[src/hw/rtl/lrl_pkg.sv]
package lrl_pkg;

  localparam int unsigned COORD_W = 4;
  localparam int unsigned COLOR_W = 8;
  localparam int unsigned INDEX_W = 8;
  localparam int unsigned ROT_W   = 2;
  localparam int unsigned ERR_W   = 7;

  typedef enum logic [ROT_W-1:0] {
    ROT_NONE    = 2'd0,
    ROT_MINUS90 = 2'd1,
    ROT_PLUS90  = 2'd2,
    ROT_FLIPPED = 2'd3
  } lrl_rot_e;

  typedef struct packed {
    logic [COORD_W-1:0] first_x;
    logic [COORD_W-1:0] first_y;
    logic [COORD_W-1:0] final_x;
    logic [COORD_W-1:0] final_y;
    logic [COLOR_W-1:0] red_in;
    logic [COLOR_W-1:0] green_in;
    logic [COLOR_W-1:0] blue_in;
  } lrl_in_t;

  typedef struct packed {
    logic [INDEX_W-1:0] led_index;
    logic [COLOR_W-1:0] red_out;
    logic [COLOR_W-1:0] green_out;
    logic [COLOR_W-1:0] blue_out;
    logic               last_pixel;
  } lrl_out_t;

  // controller to datapath
  typedef struct packed {
    logic load;
    logic emit;
  } lrl_cmd_t;

  // datapath to controller
  typedef struct packed {
    logic last;
  } lrl_sts_t;

endpackage

[src/hw/rtl/lrl_ctrl.sv]
module lrl_ctrl (
  input  logic              clk_i,
  input  logic              rst_ni,
  input  logic              in_valid_i,
  output logic              in_stall_o,
  output logic              out_valid_o,
  input  logic              out_stall_i,
  output lrl_pkg::lrl_cmd_t cmd_o,
  input  lrl_pkg::lrl_sts_t sts_i
);
  import lrl_pkg::*;

  typedef enum logic {
    ST_IDLE,
    ST_WALK
  } state_e;

  state_e state_q, state_d;
  logic   out_valid_q, out_valid_d;
  logic   out_free;

  assign out_free   = !out_valid_q || !out_stall_i;
  assign in_stall_o = (state_q != ST_IDLE);

  always_comb begin
    cmd_o.load = (state_q == ST_IDLE) && in_valid_i;
    cmd_o.emit = (state_q == ST_WALK) && out_free;
  end

  always_comb begin
    state_d     = state_q;
    out_valid_d = out_valid_q;
    if (cmd_o.emit) begin
      out_valid_d = 1'b1;
    end else if (!out_stall_i) begin
      out_valid_d = 1'b0;
    end
    case (state_q)
      ST_IDLE: begin
        if (cmd_o.load) begin
          state_d = ST_WALK;
        end
      end
      ST_WALK: begin
        if (cmd_o.emit && sts_i.last) begin
          state_d = ST_IDLE;
        end
      end
      default: state_d = ST_IDLE;
    endcase
  end

  always_ff @(posedge clk_i or negedge rst_ni) begin
    if (!rst_ni) begin
      state_q     <= ST_IDLE;
      out_valid_q <= 1'b0;
    end else begin
      state_q     <= state_d;
      out_valid_q <= out_valid_d;
    end
  end

  assign out_valid_o = out_valid_q;

endmodule

[src/hw/rtl/lrl_datapath.sv]
module lrl_datapath #(
  parameter int unsigned GRID_COLS = 16,
  parameter int unsigned GRID_ROWS = 16
) (
  input  logic                        clk_i,
  input  logic                        rst_ni,
  input  lrl_pkg::lrl_cmd_t           cmd_i,
  output lrl_pkg::lrl_sts_t           sts_o,
  input  lrl_pkg::lrl_in_t            in_data_i,
  input  logic                        cfg_we_i,
  input  logic [lrl_pkg::ROT_W-1:0]   cfg_data_i,
  output lrl_pkg::lrl_out_t           out_data_o
);
  import lrl_pkg::*;

  // coordinates above the grid saturate; a 4-bit field never exceeds a wide grid
  localparam int unsigned COORD_SPAN = 2 ** COORD_W;
  localparam int unsigned COL_LIM = (GRID_COLS > COORD_SPAN) ? COORD_SPAN : GRID_COLS;
  localparam int unsigned ROW_LIM = (GRID_ROWS > COORD_SPAN) ? COORD_SPAN : GRID_ROWS;
  localparam logic [COORD_W:0]   COL_LIM_V = (COORD_W+1)'(COL_LIM);
  localparam logic [COORD_W:0]   ROW_LIM_V = (COORD_W+1)'(ROW_LIM);
  localparam logic [COORD_W-1:0] COL_TOP   = COORD_W'(COL_LIM - 1);
  localparam logic [COORD_W-1:0] ROW_TOP   = COORD_W'(ROW_LIM - 1);
  localparam logic [INDEX_W-1:0] COLS_V    = INDEX_W'(GRID_COLS);
  localparam logic [INDEX_W-1:0] ROWS_V    = INDEX_W'(GRID_ROWS);

  logic [ROT_W-1:0]   rot_q;
  logic [COORD_W-1:0] walk_x_q, walk_x_d, walk_y_q, walk_y_d;
  logic [COORD_W-1:0] tgt_x_q, tgt_y_q;
  logic [COORD_W-1:0] dx_q, dy_q;
  logic [1:0]         signs_q;
  logic signed [ERR_W-1:0] err_q, err_d;
  logic [3*COLOR_W-1:0]    color_q;
  lrl_out_t           out_q, out_d;

  logic [COORD_W-1:0] x0, y0, x1, y1;
  logic signed [ERR_W:0] e2;
  logic step_x, step_y;
  logic [INDEX_W-1:0] wx, wy, idx;

  // endpoint saturation
  always_comb begin
    x0 = ({1'b0, in_data_i.first_x} >= COL_LIM_V) ? COL_TOP : in_data_i.first_x;
    y0 = ({1'b0, in_data_i.first_y} >= ROW_LIM_V) ? ROW_TOP : in_data_i.first_y;
    x1 = ({1'b0, in_data_i.final_x} >= COL_LIM_V) ? COL_TOP : in_data_i.final_x;
    y1 = ({1'b0, in_data_i.final_y} >= ROW_LIM_V) ? ROW_TOP : in_data_i.final_y;
  end

  // bresenham step
  always_comb begin
    e2       = {err_q, 1'b0};
    step_x   = (e2 >= -$signed({{(ERR_W-COORD_W+1){1'b0}}, dy_q}));
    step_y   = (e2 <= $signed({{(ERR_W-COORD_W+1){1'b0}}, dx_q}));
    err_d    = err_q;
    walk_x_d = walk_x_q;
    walk_y_d = walk_y_q;
    if (step_x) begin
      err_d    = err_d - $signed({{(ERR_W-COORD_W){1'b0}}, dy_q});
      walk_x_d = signs_q[0] ? walk_x_q - 1'b1 : walk_x_q + 1'b1;
    end
    if (step_y) begin
      err_d    = err_d + $signed({{(ERR_W-COORD_W){1'b0}}, dx_q});
      walk_y_d = signs_q[1] ? walk_y_q - 1'b1 : walk_y_q + 1'b1;
    end
  end

  assign sts_o.last = (walk_x_q == tgt_x_q) && (walk_y_q == tgt_y_q);

  // serpentine index, kept modulo 256
  always_comb begin
    wx = INDEX_W'(walk_x_q);
    wy = INDEX_W'(walk_y_q);
    case (lrl_rot_e'(rot_q))
      ROT_NONE:    idx = INDEX_W'(wy * COLS_V) + (wy[0] ? wx : COLS_V - 1'b1 - wx);
      ROT_MINUS90: idx = INDEX_W'(wx * ROWS_V) + (wx[0] ? wy : ROWS_V - 1'b1 - wy);
      ROT_PLUS90:  idx = INDEX_W'(wx * ROWS_V) + (wx[0] ? ROWS_V - 1'b1 - wy : wy);
      ROT_FLIPPED: idx = INDEX_W'(wy * COLS_V) + (wy[0] ? COLS_V - 1'b1 - wx : wx);
      default:     idx = '0;
    endcase
  end

  always_comb begin
    out_d.led_index  = idx;
    out_d.red_out    = color_q[3*COLOR_W-1:2*COLOR_W];
    out_d.green_out  = color_q[2*COLOR_W-1:COLOR_W];
    out_d.blue_out   = color_q[COLOR_W-1:0];
    out_d.last_pixel = sts_o.last;
  end

  always_ff @(posedge clk_i or negedge rst_ni) begin
    if (!rst_ni) begin
      rot_q    <= ROT_NONE;
      walk_x_q <= '0;
      walk_y_q <= '0;
      tgt_x_q  <= '0;
      tgt_y_q  <= '0;
      dx_q     <= '0;
      dy_q     <= '0;
      signs_q  <= '0;
      err_q    <= '0;
    end else begin
      if (cfg_we_i) begin
        rot_q <= cfg_data_i;
      end
      if (cmd_i.load) begin
        walk_x_q <= x0;
        walk_y_q <= y0;
        tgt_x_q  <= x1;
        tgt_y_q  <= y1;
        dx_q     <= (x1 >= x0) ? x1 - x0 : x0 - x1;
        dy_q     <= (y1 >= y0) ? y1 - y0 : y0 - y1;
        signs_q  <= {!(y0 < y1), !(x0 < x1)};
        err_q    <= $signed({{(ERR_W-COORD_W){1'b0}}, ((x1 >= x0) ? x1 - x0 : x0 - x1)})
                  - $signed({{(ERR_W-COORD_W){1'b0}}, ((y1 >= y0) ? y1 - y0 : y0 - y1)});
      end else if (cmd_i.emit) begin
        walk_x_q <= walk_x_d;
        walk_y_q <= walk_y_d;
        err_q    <= err_d;
      end
    end
  end

  // payload registers
  always_ff @(posedge clk_i) begin
    if (cmd_i.load) begin
      color_q <= {in_data_i.red_in, in_data_i.green_in, in_data_i.blue_in};
    end
    if (cmd_i.emit) begin
      out_q <= out_d;
    end
  end

  assign out_data_o = out_q;

endmodule

[src/hw/rtl/line_rasterizer_to_led_strip.sv]
// Line rasterizer for a serpentine LED strip. Each input item carries two grid
// endpoints and a 24-bit colour; the block walks the integer Bresenham line
// from the first endpoint to the final one, both included, and sends one
// output item per pixel with its strip position, the colour and a flag on the
// last pixel. Endpoint coordinates beyond the grid saturate to its edge. The
// strip position follows rotation_mode, to be written through the cfg channel
// only while the block is idle, which the block itself does not enforce (0 none,
// 1 minus ninety, 2 plus ninety, 3 flipped); the index wraps to 8 bits on
// grids larger than 256 pixels. A line has N = max(|dx|,|dy|)+1 pixels, at
// most 16: the endpoints load at the accepting edge, then the single step
// unit walks one pixel per cycle while the output side does not stall, and
// the block goes back to idle, where the next item can be accepted. The last
// pixel may still wait in the output register while the next line is being
// accepted.
module line_rasterizer_to_led_strip #(
  parameter int unsigned GRID_COLS = 16,
  parameter int unsigned GRID_ROWS = 16
) (
  input  logic                      clk_i,
  input  logic                      rst_ni,
  // line requests
  input  logic                      in_valid_i,
  output logic                      in_stall_o,
  input  lrl_pkg::lrl_in_t          in_data_i,
  // pixels
  output logic                      out_valid_o,
  input  logic                      out_stall_i,
  output lrl_pkg::lrl_out_t         out_data_o,
  // rotation register
  input  logic                      cfg_valid_i,
  output logic                      cfg_ready_o,
  input  logic [lrl_pkg::ROT_W-1:0] cfg_data_i
);
  import lrl_pkg::*;

  lrl_cmd_t cmd;
  lrl_sts_t sts;

  // the register can always be written
  assign cfg_ready_o = 1'b1;

  // sequencer: idle / walking, plus output valid
  lrl_ctrl u_ctrl (
    .clk_i       (clk_i),
    .rst_ni      (rst_ni),
    .in_valid_i  (in_valid_i),
    .in_stall_o  (in_stall_o),
    .out_valid_o (out_valid_o),
    .out_stall_i (out_stall_i),
    .cmd_o       (cmd),
    .sts_i       (sts)
  );

  // walk state, error term, index mapping and output register
  lrl_datapath #(
    .GRID_COLS (GRID_COLS),
    .GRID_ROWS (GRID_ROWS)
  ) u_datapath (
    .clk_i      (clk_i),
    .rst_ni     (rst_ni),
    .cmd_i      (cmd),
    .sts_o      (sts),
    .in_data_i  (in_data_i),
    .cfg_we_i   (cfg_valid_i && cfg_ready_o),
    .cfg_data_i (cfg_data_i),
    .out_data_o (out_data_o)
  );

  // an accepted line always leaves at least one pixel to walk
  assert property (@(posedge clk_i) disable iff (!rst_ni)
    (in_valid_i && !in_stall_o) |=> in_stall_o)
    else $error("block not busy after accepting a line");

  // emitting the final pixel frees the input side
  assert property (@(posedge clk_i) disable iff (!rst_ni)
    (cmd.emit && sts.last) |=> !in_stall_o)
    else $error("block still busy after the last pixel");

  // a waiting pixel is never overwritten
  assert property (@(posedge clk_i) disable iff (!rst_ni)
    (out_valid_o && out_stall_i) |-> !cmd.emit)
    else $error("output register overwritten while stalled");

  // no load while a line is in progress
  assert property (@(posedge clk_i) disable iff (!rst_ni)
    !(cmd.load && cmd.emit))
    else $error("load and emit in the same cycle");

endmodule

[config.mk]
export PLATFORM = sky130hd
export DESIGN_NAME = line_rasterizer_to_led_strip
export DESIGN_NICKNAME = d
export VERILOG_FILES = /design/src/hw/rtl/lrl_pkg.sv /design/src/hw/rtl/lrl_ctrl.sv /design/src/hw/rtl/lrl_datapath.sv /design/src/hw/rtl/line_rasterizer_to_led_strip.sv
export SDC_FILE = /design/constraint.sdc
export NUM_CORES = 1
export LEC_CHECK = 0
export BUFFER_PORTS_ARGS = -buffer_cell sky130_fd_sc_hd__buf_2
export CAP_MARGIN = 0
export CORE_MARGIN = 3
export CORE_UTILIZATION = 57
export DETAILED_ROUTE_END_ITERATION = 16
export PLACE_DENSITY = 0.8
export RECOVER_POWER = 25
export SKIP_CTS_REPAIR_TIMING = 1
export SYNTH_ARGS = -nofsm -noshare
export SYNTH_HDL_FRONTEND = slang
export SYNTH_SLANG_ARGS = --single-unit
[constraint.sdc]
create_clock -name clk_i -period 4.6 [get_ports clk_i]
set_input_delay 0.69 -clock clk_i [delete_from_list [all_inputs] [get_ports clk_i]]
set_output_delay 0.69 -clock clk_i [all_outputs]
set_load 0.02 [all_outputs]
# Word level (Yosys, flattened, before mapping)
# Index checks and enable logic that the tools add are counted.
# word_totals
reg_bits,94
input_bits,47
output_inout_bits,36
elab_cells,87
# classes
add_sub_neg,18
n_lt_le_gt_ge,6
eq_ne,6
n_mux,24
n_bitwise,1
reduce_logical,15
# op_table
op,count
4-bit two-way mux,10
8-bit adder,4
8-bit two-way mux,4
8-bit case mux with 4 select lines,1
7-bit two-way mux,4
4-bit subtractor,4
4-bit by 4-bit subtractor with 5-bit output (first input constant),2
4-bit by 1-bit adder with 4-bit output (second input constant),2
4-bit equality test,2
4-bit >= comparator,2
8-bit >= comparator,1
8-bit by 5-bit <= comparator with 1-bit output,1
4-bit less-than comparator,2
4-bit negator with 8-bit output,1
4-bit by 1-bit subtractor with 4-bit output (second input constant),2
7-bit by 5-bit adder with 7-bit output,1
7-bit by 5-bit subtractor with 7-bit output,1
2-bit nonzero test,3
4-bit by 4-bit subtractor with 5-bit output,1
2-bit equality test (second input constant),2
1-bit logical AND,4
1-bit zero test,4
1-bit two-way mux,4
2-bit AND reduction,2
6 further kinds,6

# Depth between registers and ports, before layout
# depth
ltp_word,7
depth_mapped,17
depth_no_buf,17

# By module
# Synthesis repeated with hierarchy kept, for this count alone.
# unflattened
hier_cells,444
area_unflattened_um2,5177.5
# by_module_without_submodules
mod,instances,cells_each,area_per_inst_um2,seq_area_each_um2
lrl_datapath,1,433,5072.4,2587.5
lrl_ctrl,1,9,93.8,50.0
line_rasterizer_to_led_strip,1,2,11.3,0.0

# Worst setup path before layout
# Ideal clock, no wire load.
# synth_timing
kind,reg-to-reg
from,reg u_datapath.dy_q[1]
to,reg u_datapath.err_q[6]
setup_ns,0.126
arrival_time_ns,3.728
t_required_ns,4.474
path_slack_ns,0.747
path_stages_with_launch,16
n_path_buf,0
synth_period_minus_slack_ns,3.853
cell_sequence,dfrtp_1 -> inv_1 -> ha_1 -> and3_1 -> ha_1 -> a21o_1 -> a2111oi_2 -> o22ai_2 -> mux2_2 -> ha_1 -> nand3_1 -> a211oi_1 -> nand3_1 -> o211ai_2 -> o21ai_2 -> a221o_1
# synth_between
elab_chain_cells,7
word_cells_on_any_way,8
classes_between,3 x add/sub; 1 x order compare; 4 x mux
# synth_lines
item,line,text
"start, declared",lrl_datapath.sv:30,"logic [COORD_W-1:0] dx_q, dy_q;"
"start signal, assigned",lrl_datapath.sv:111,dy_q <= (y1 >= y0) ? y1 - y0 : y0 - y1;
4-bit negator with 8-bit output,lrl_datapath.sv:52,"step_x = (e2 >= -$signed({{(ERR_W-COORD_W+1){1'b0}}, dy_q}));"
8-bit >= comparator,lrl_datapath.sv:52,
7-bit two-way mux (*),lrl_datapath.sv:57,if (step_x) begin
7-bit by 5-bit adder with 7-bit output,lrl_datapath.sv:62,"err_d = err_d + $signed({{(ERR_W-COORD_W){1'b0}}, dx_q});"
7-bit two-way mux (*),lrl_datapath.sv:61,if (step_y) begin
7-bit two-way mux (*),lrl_datapath.sv:115,end else if (cmd_i.emit) begin
7-bit two-way mux (*),lrl_datapath.sv:105,if (cmd_i.load) begin
"end signal, assigned",lrl_datapath.sv:113,"err_q <= $signed({{(ERR_W-COORD_W){1'b0}}, ((x1 >= x0) ? x1 - x0 : x0 - x1)})"
"end signal, assigned",lrl_datapath.sv:118,err_q <= err_d;
"end, declared",lrl_datapath.sv:32,"logic signed [ERR_W-1:0] err_q, err_d;"
# Mark *: on every way between the ends. The rest lies on a longest branch, timed or not. The select of a mux whose other input is x is not followed.
# A chain may end at the register's enable or synchronous reset.

# Worst setup path after layout
# Same ends and word-level chain as after synthesis.

==> impl_metrics.env <==
export IMPL_outcome="complete, but fails checks"
export IMPL_violations="capacitance limit, slew limit"
export IMPL_place_hpwl_microns=8030
export IMPL_first_global_vias=3570
export IMPL_synthDominantCellAreaShare_pct=32.8
export IMPL_synth_area_sq_um=5220
export IMPL_cts_made_buffers=9
export IMPL_tns_ns=0
export IMPL_combPwrFrac_pct=51.3
export IMPL_arrival_ns=4.41
export IMPL_grt_pass1_wl_microns=17400
export IMPL_synthTopCellsByArea="edfxtp_1, dfrtp_1, ha_1, xnor2_1, fa_1"
export IMPL_setup_violations_final=0
export IMPL_p_per_area_nw_per_um2=647
export IMPL_cts_buffer_depth=2
export IMPL_core_area_sq_um=8810
export IMPL_hold_viol_final=0
export IMPL_rsz0062_at_grt="false"
export IMPL_finalPower_mw=3.83
export IMPL_finalNetCount=636
export IMPL_intPower_mw=2.21
export IMPL_drv_cap=1
export IMPL_rrSetupSlack_ns=0.44
export IMPL_irDropWorstVdd_v=0.000361
export IMPL_cp_top_family="compound AO/OA/AOI/OAI gates"
export IMPL_insertion_delay_ns=0.36
export IMPL_fin_skew_ns=0.0149
export IMPL_ys_types=59
export IMPL_synth_seq_area_share_pct=50.5
export IMPL_initial_core_util_pct=59.3
export IMPL_vias=3694
export IMPL_place_area_sq_um=5730
export IMPL_worstMarginPinSlew_ns=2.16
export IMPL_period_minus_slack_ns=4.16
export IMPL_swShare_pct=42.3
export IMPL_areaGrowthSynthToFinish_pct=13.4
export IMPL_root_buffer="clkbuf_8"
export IMPL_grt_util_all_layers_pct=21.6
export IMPL_fmax_mhz=240
export IMPL_antenna_found_initial=0
export IMPL_firstDrtPassIters=4
export IMPL_wirelength_microns=10600
export IMPL_synth_cells=455
export IMPL_cp_max_fo=8
export IMPL_die_area_sq_um=10300
export IMPL_period_share_pct=90.5
export IMPL_port_buffers=81
export IMPL_multiInputGateArea_sq_um=2360
export IMPL_pwr_share_seq_pct=35.3
export IMPL_cp_num_buf_inv=1
export IMPL_synth_warning_count=0
export IMPL_vias_per_cell=5.68
export IMPL_cts_clk_slew_worst_paths_ns=0.09
export IMPL_wl_per_cell_microns=16.2
export IMPL_avgSynthCellArea_sq_um=11.5
export IMPL_grt_start_max_net_pins=44
export IMPL_antenna_cells=0
export IMPL_endpoint_kind="flip-flop"
export IMPL_finalInstanceArea_sq_um=5920
export IMPL_ys_ff_latch=94
export IMPL_synth_ff_type="edfxtp_1"
export IMPL_start_kind="flip-flop"
export IMPL_crit_top_cell="ha_1"
export IMPL_cp_data_required_time_ns=4.85
export IMPL_worst_slack_ns=0.439
export IMPL_hold_ws_ns=0.422
export IMPL_cp_cell_sequence="inv_1 -> ha_1 -> and3_1 -> ha_1 -> a21o_1 -> a2111oi_2 -> o22ai_2 -> nor2_1 -> a21oi_1 -> ha_1 -> fa_1 -> nand3_1 -> a211oi_2 -> a2111o_1 -> o211ai_2 -> o21ai_2 -> a221o_1"
export IMPL_drt_iter0_markers=117
export IMPL_io_pins=83
export IMPL_seqCellArea_sq_um=2640
export IMPL_overflow=0
export IMPL_routabilityCongestion=0.939
export IMPL_leakage_nw=2.63
export IMPL_p_sw_mw=1.62
export IMPL_dp_slack_ns=0.312
export IMPL_yosys_area_top_type="edfxtp_1"
export IMPL_rows=34
export IMPL_die_w_microns=102
export IMPL_crit_type="reg -> reg"
export IMPL_synth_cells_most_frequent="edfxtp_1, inv_1, ha_1, nand2_1, dfrtp_1"
export IMPL_antenna_left=0
export IMPL_cpPeakStageDelay_ns=0.53
export IMPL_clock_sinks=94
export IMPL_yosysMostFrequentCell="edfxtp_1"
export IMPL_cts_tree="built"
export IMPL_h_tree_depth=3
export IMPL_die_h_microns=102
export IMPL_drv_slew=38
export IMPL_maxSlewHeadroom_pct=-43.8
export IMPL_synth_edff_count=57
export IMPL_drive_gt1_share_pct=23.2
export IMPL_critical_path_slowest_cell="a2111oi_2"
export IMPL_route_detailed_drc=0
export IMPL_nFillCells=700
export IMPL_syn_nets=554
export IMPL_pwr_share_clk_pct=13.4
export IMPL_hold_class="reg -> reg"
export IMPL_synth_async_reset_ratio_pct=39.4
==> area by class of cell <==
cell class,count,share of cell area (%)
Timing Repair Buffer,85,7.33
Clock buffer,9,2.09
Tap cell,108,2.28
Clock inverter,7,1.08
Sequential cell,94,44.6
Multi-Input combinational cell,302,39.8
Inverter,45,2.85
==> worst paths after layout <==
check,from,end,cells past startpoint
setup / recovery,u_datapath.dy_q[1]$_DFFE_PN0P_,u_datapath.err_q[6]$_DFFE_PN0P_,17
hold / removal,u_datapath.color_q[13]$_DFFE_PP_,u_datapath.out_data_o[14]$_DFFE_PP_,0
max in group asynchronous,rst_ni,u_datapath.dx_q[1]$_DFFE_PN0P_,1
setup reg to reg,u_datapath.dy_q[1]$_DFFE_PN0P_,u_datapath.err_q[6]$_DFFE_PN0P_,17
hold reg to reg,u_datapath.color_q[13]$_DFFE_PP_,u_datapath.out_data_o[14]$_DFFE_PP_,0
min in group asynchronous,rst_ni,u_datapath.tgt_y_q[3]$_DFFE_PN0P_,1
==> worst reg2reg max path, stage by stage (launching register included) <==
cell	delay [ns]
dfrtp_1	0.45
inv_1	0.13
ha_1	0.22
and3_1	0.20
ha_1	0.18
a21o_1	0.17
a2111oi_2	0.53
o22ai_2	0.25
nor2_1	0.13
a21oi_1	0.06
ha_1	0.23
fa_1	0.41
nand3_1	0.12
a211oi_2	0.10
a2111o_1	0.38
o211ai_2	0.09
o21ai_2	0.07
a221o_1	0.34
==> cells in the final DEF, fill, tap and decap left out, drive strengths merged, types with 4 or more instances in the layout <==
master	n
nor2	15
nand2	44
inv	48
o211ai	5
nand3	7
a211o	4
mux2	10
buf	84
dfrtp	37
a21oi	26
nand2b	4
fa	9
clkbuf	10
xnor2	22
a211oi	8
o21ai	28
a31oi	6
ha	43
a21o	12
nor3	7
xor2	15
edfxtp	57
mux2i	6
==> sequential cells by signal (all words and copies together) (netlist names) <==
name	cells
u_datapath.tgt_y_q	4
u_datapath.walk_y_q	4
u_datapath.color_q	24
u_datapath.err_q	7
u_ctrl.out_valid_o	1
u_datapath.signs_q	2
u_ctrl.in_stall_o	1
u_datapath.tgt_x_q	4
u_datapath.out_data_o	33
u_datapath.dx_q	4
u_datapath.rot_q	2
u_datapath.dy_q	4
u_datapath.walk_x_q	4
==> power groups by stage <==
stage	registers (mW)	clock network, mW	logic [mW]
finish	1.35	0.513	1.96
global placement	1.36	0	1.86
floorplan	1.33	0	1.51
detailed placement	1.37	0	1.94
CTS	1.35	0.526	1.96
global route	1.38	0.563	2.23
==> per-layer routing <==
metal | global-route usage (%) | wire, microns | up-vias
met5 | 0 | 0 | -
met4 | 6.13 | 248 | 0
met3 | 3.99 | 586 | 30
met2 | 35.0 | 4860 | 117
met1 | 29.9 | 4860 | 1771
li1 | - | - | 1776
==> logic make-up after synthesis <==
family / synth area share, %
AOI/OAI and AO/OA: 13.6
DFF: 50.5
and+or+nand+nor: 8.12
buffers and inverters: 4.46
adders and majority gates: 13.8
xor gates and xnor gates: 6.21
muxes: 3.31
other: 0.0718
==> through the flow <==
| stage | instances | utilization [%] |
|---|---|---|
| after floorplan | 455 | - |
| after global placement | 634 | 65.0 |
| after detailed placement | 634 | 65.0 |
| after CTS | 650 | 67.2 |
| after global routing | 650 | 67.2 |
| final | 650 | 67.2 |
(Power assumes the default switching activity.)
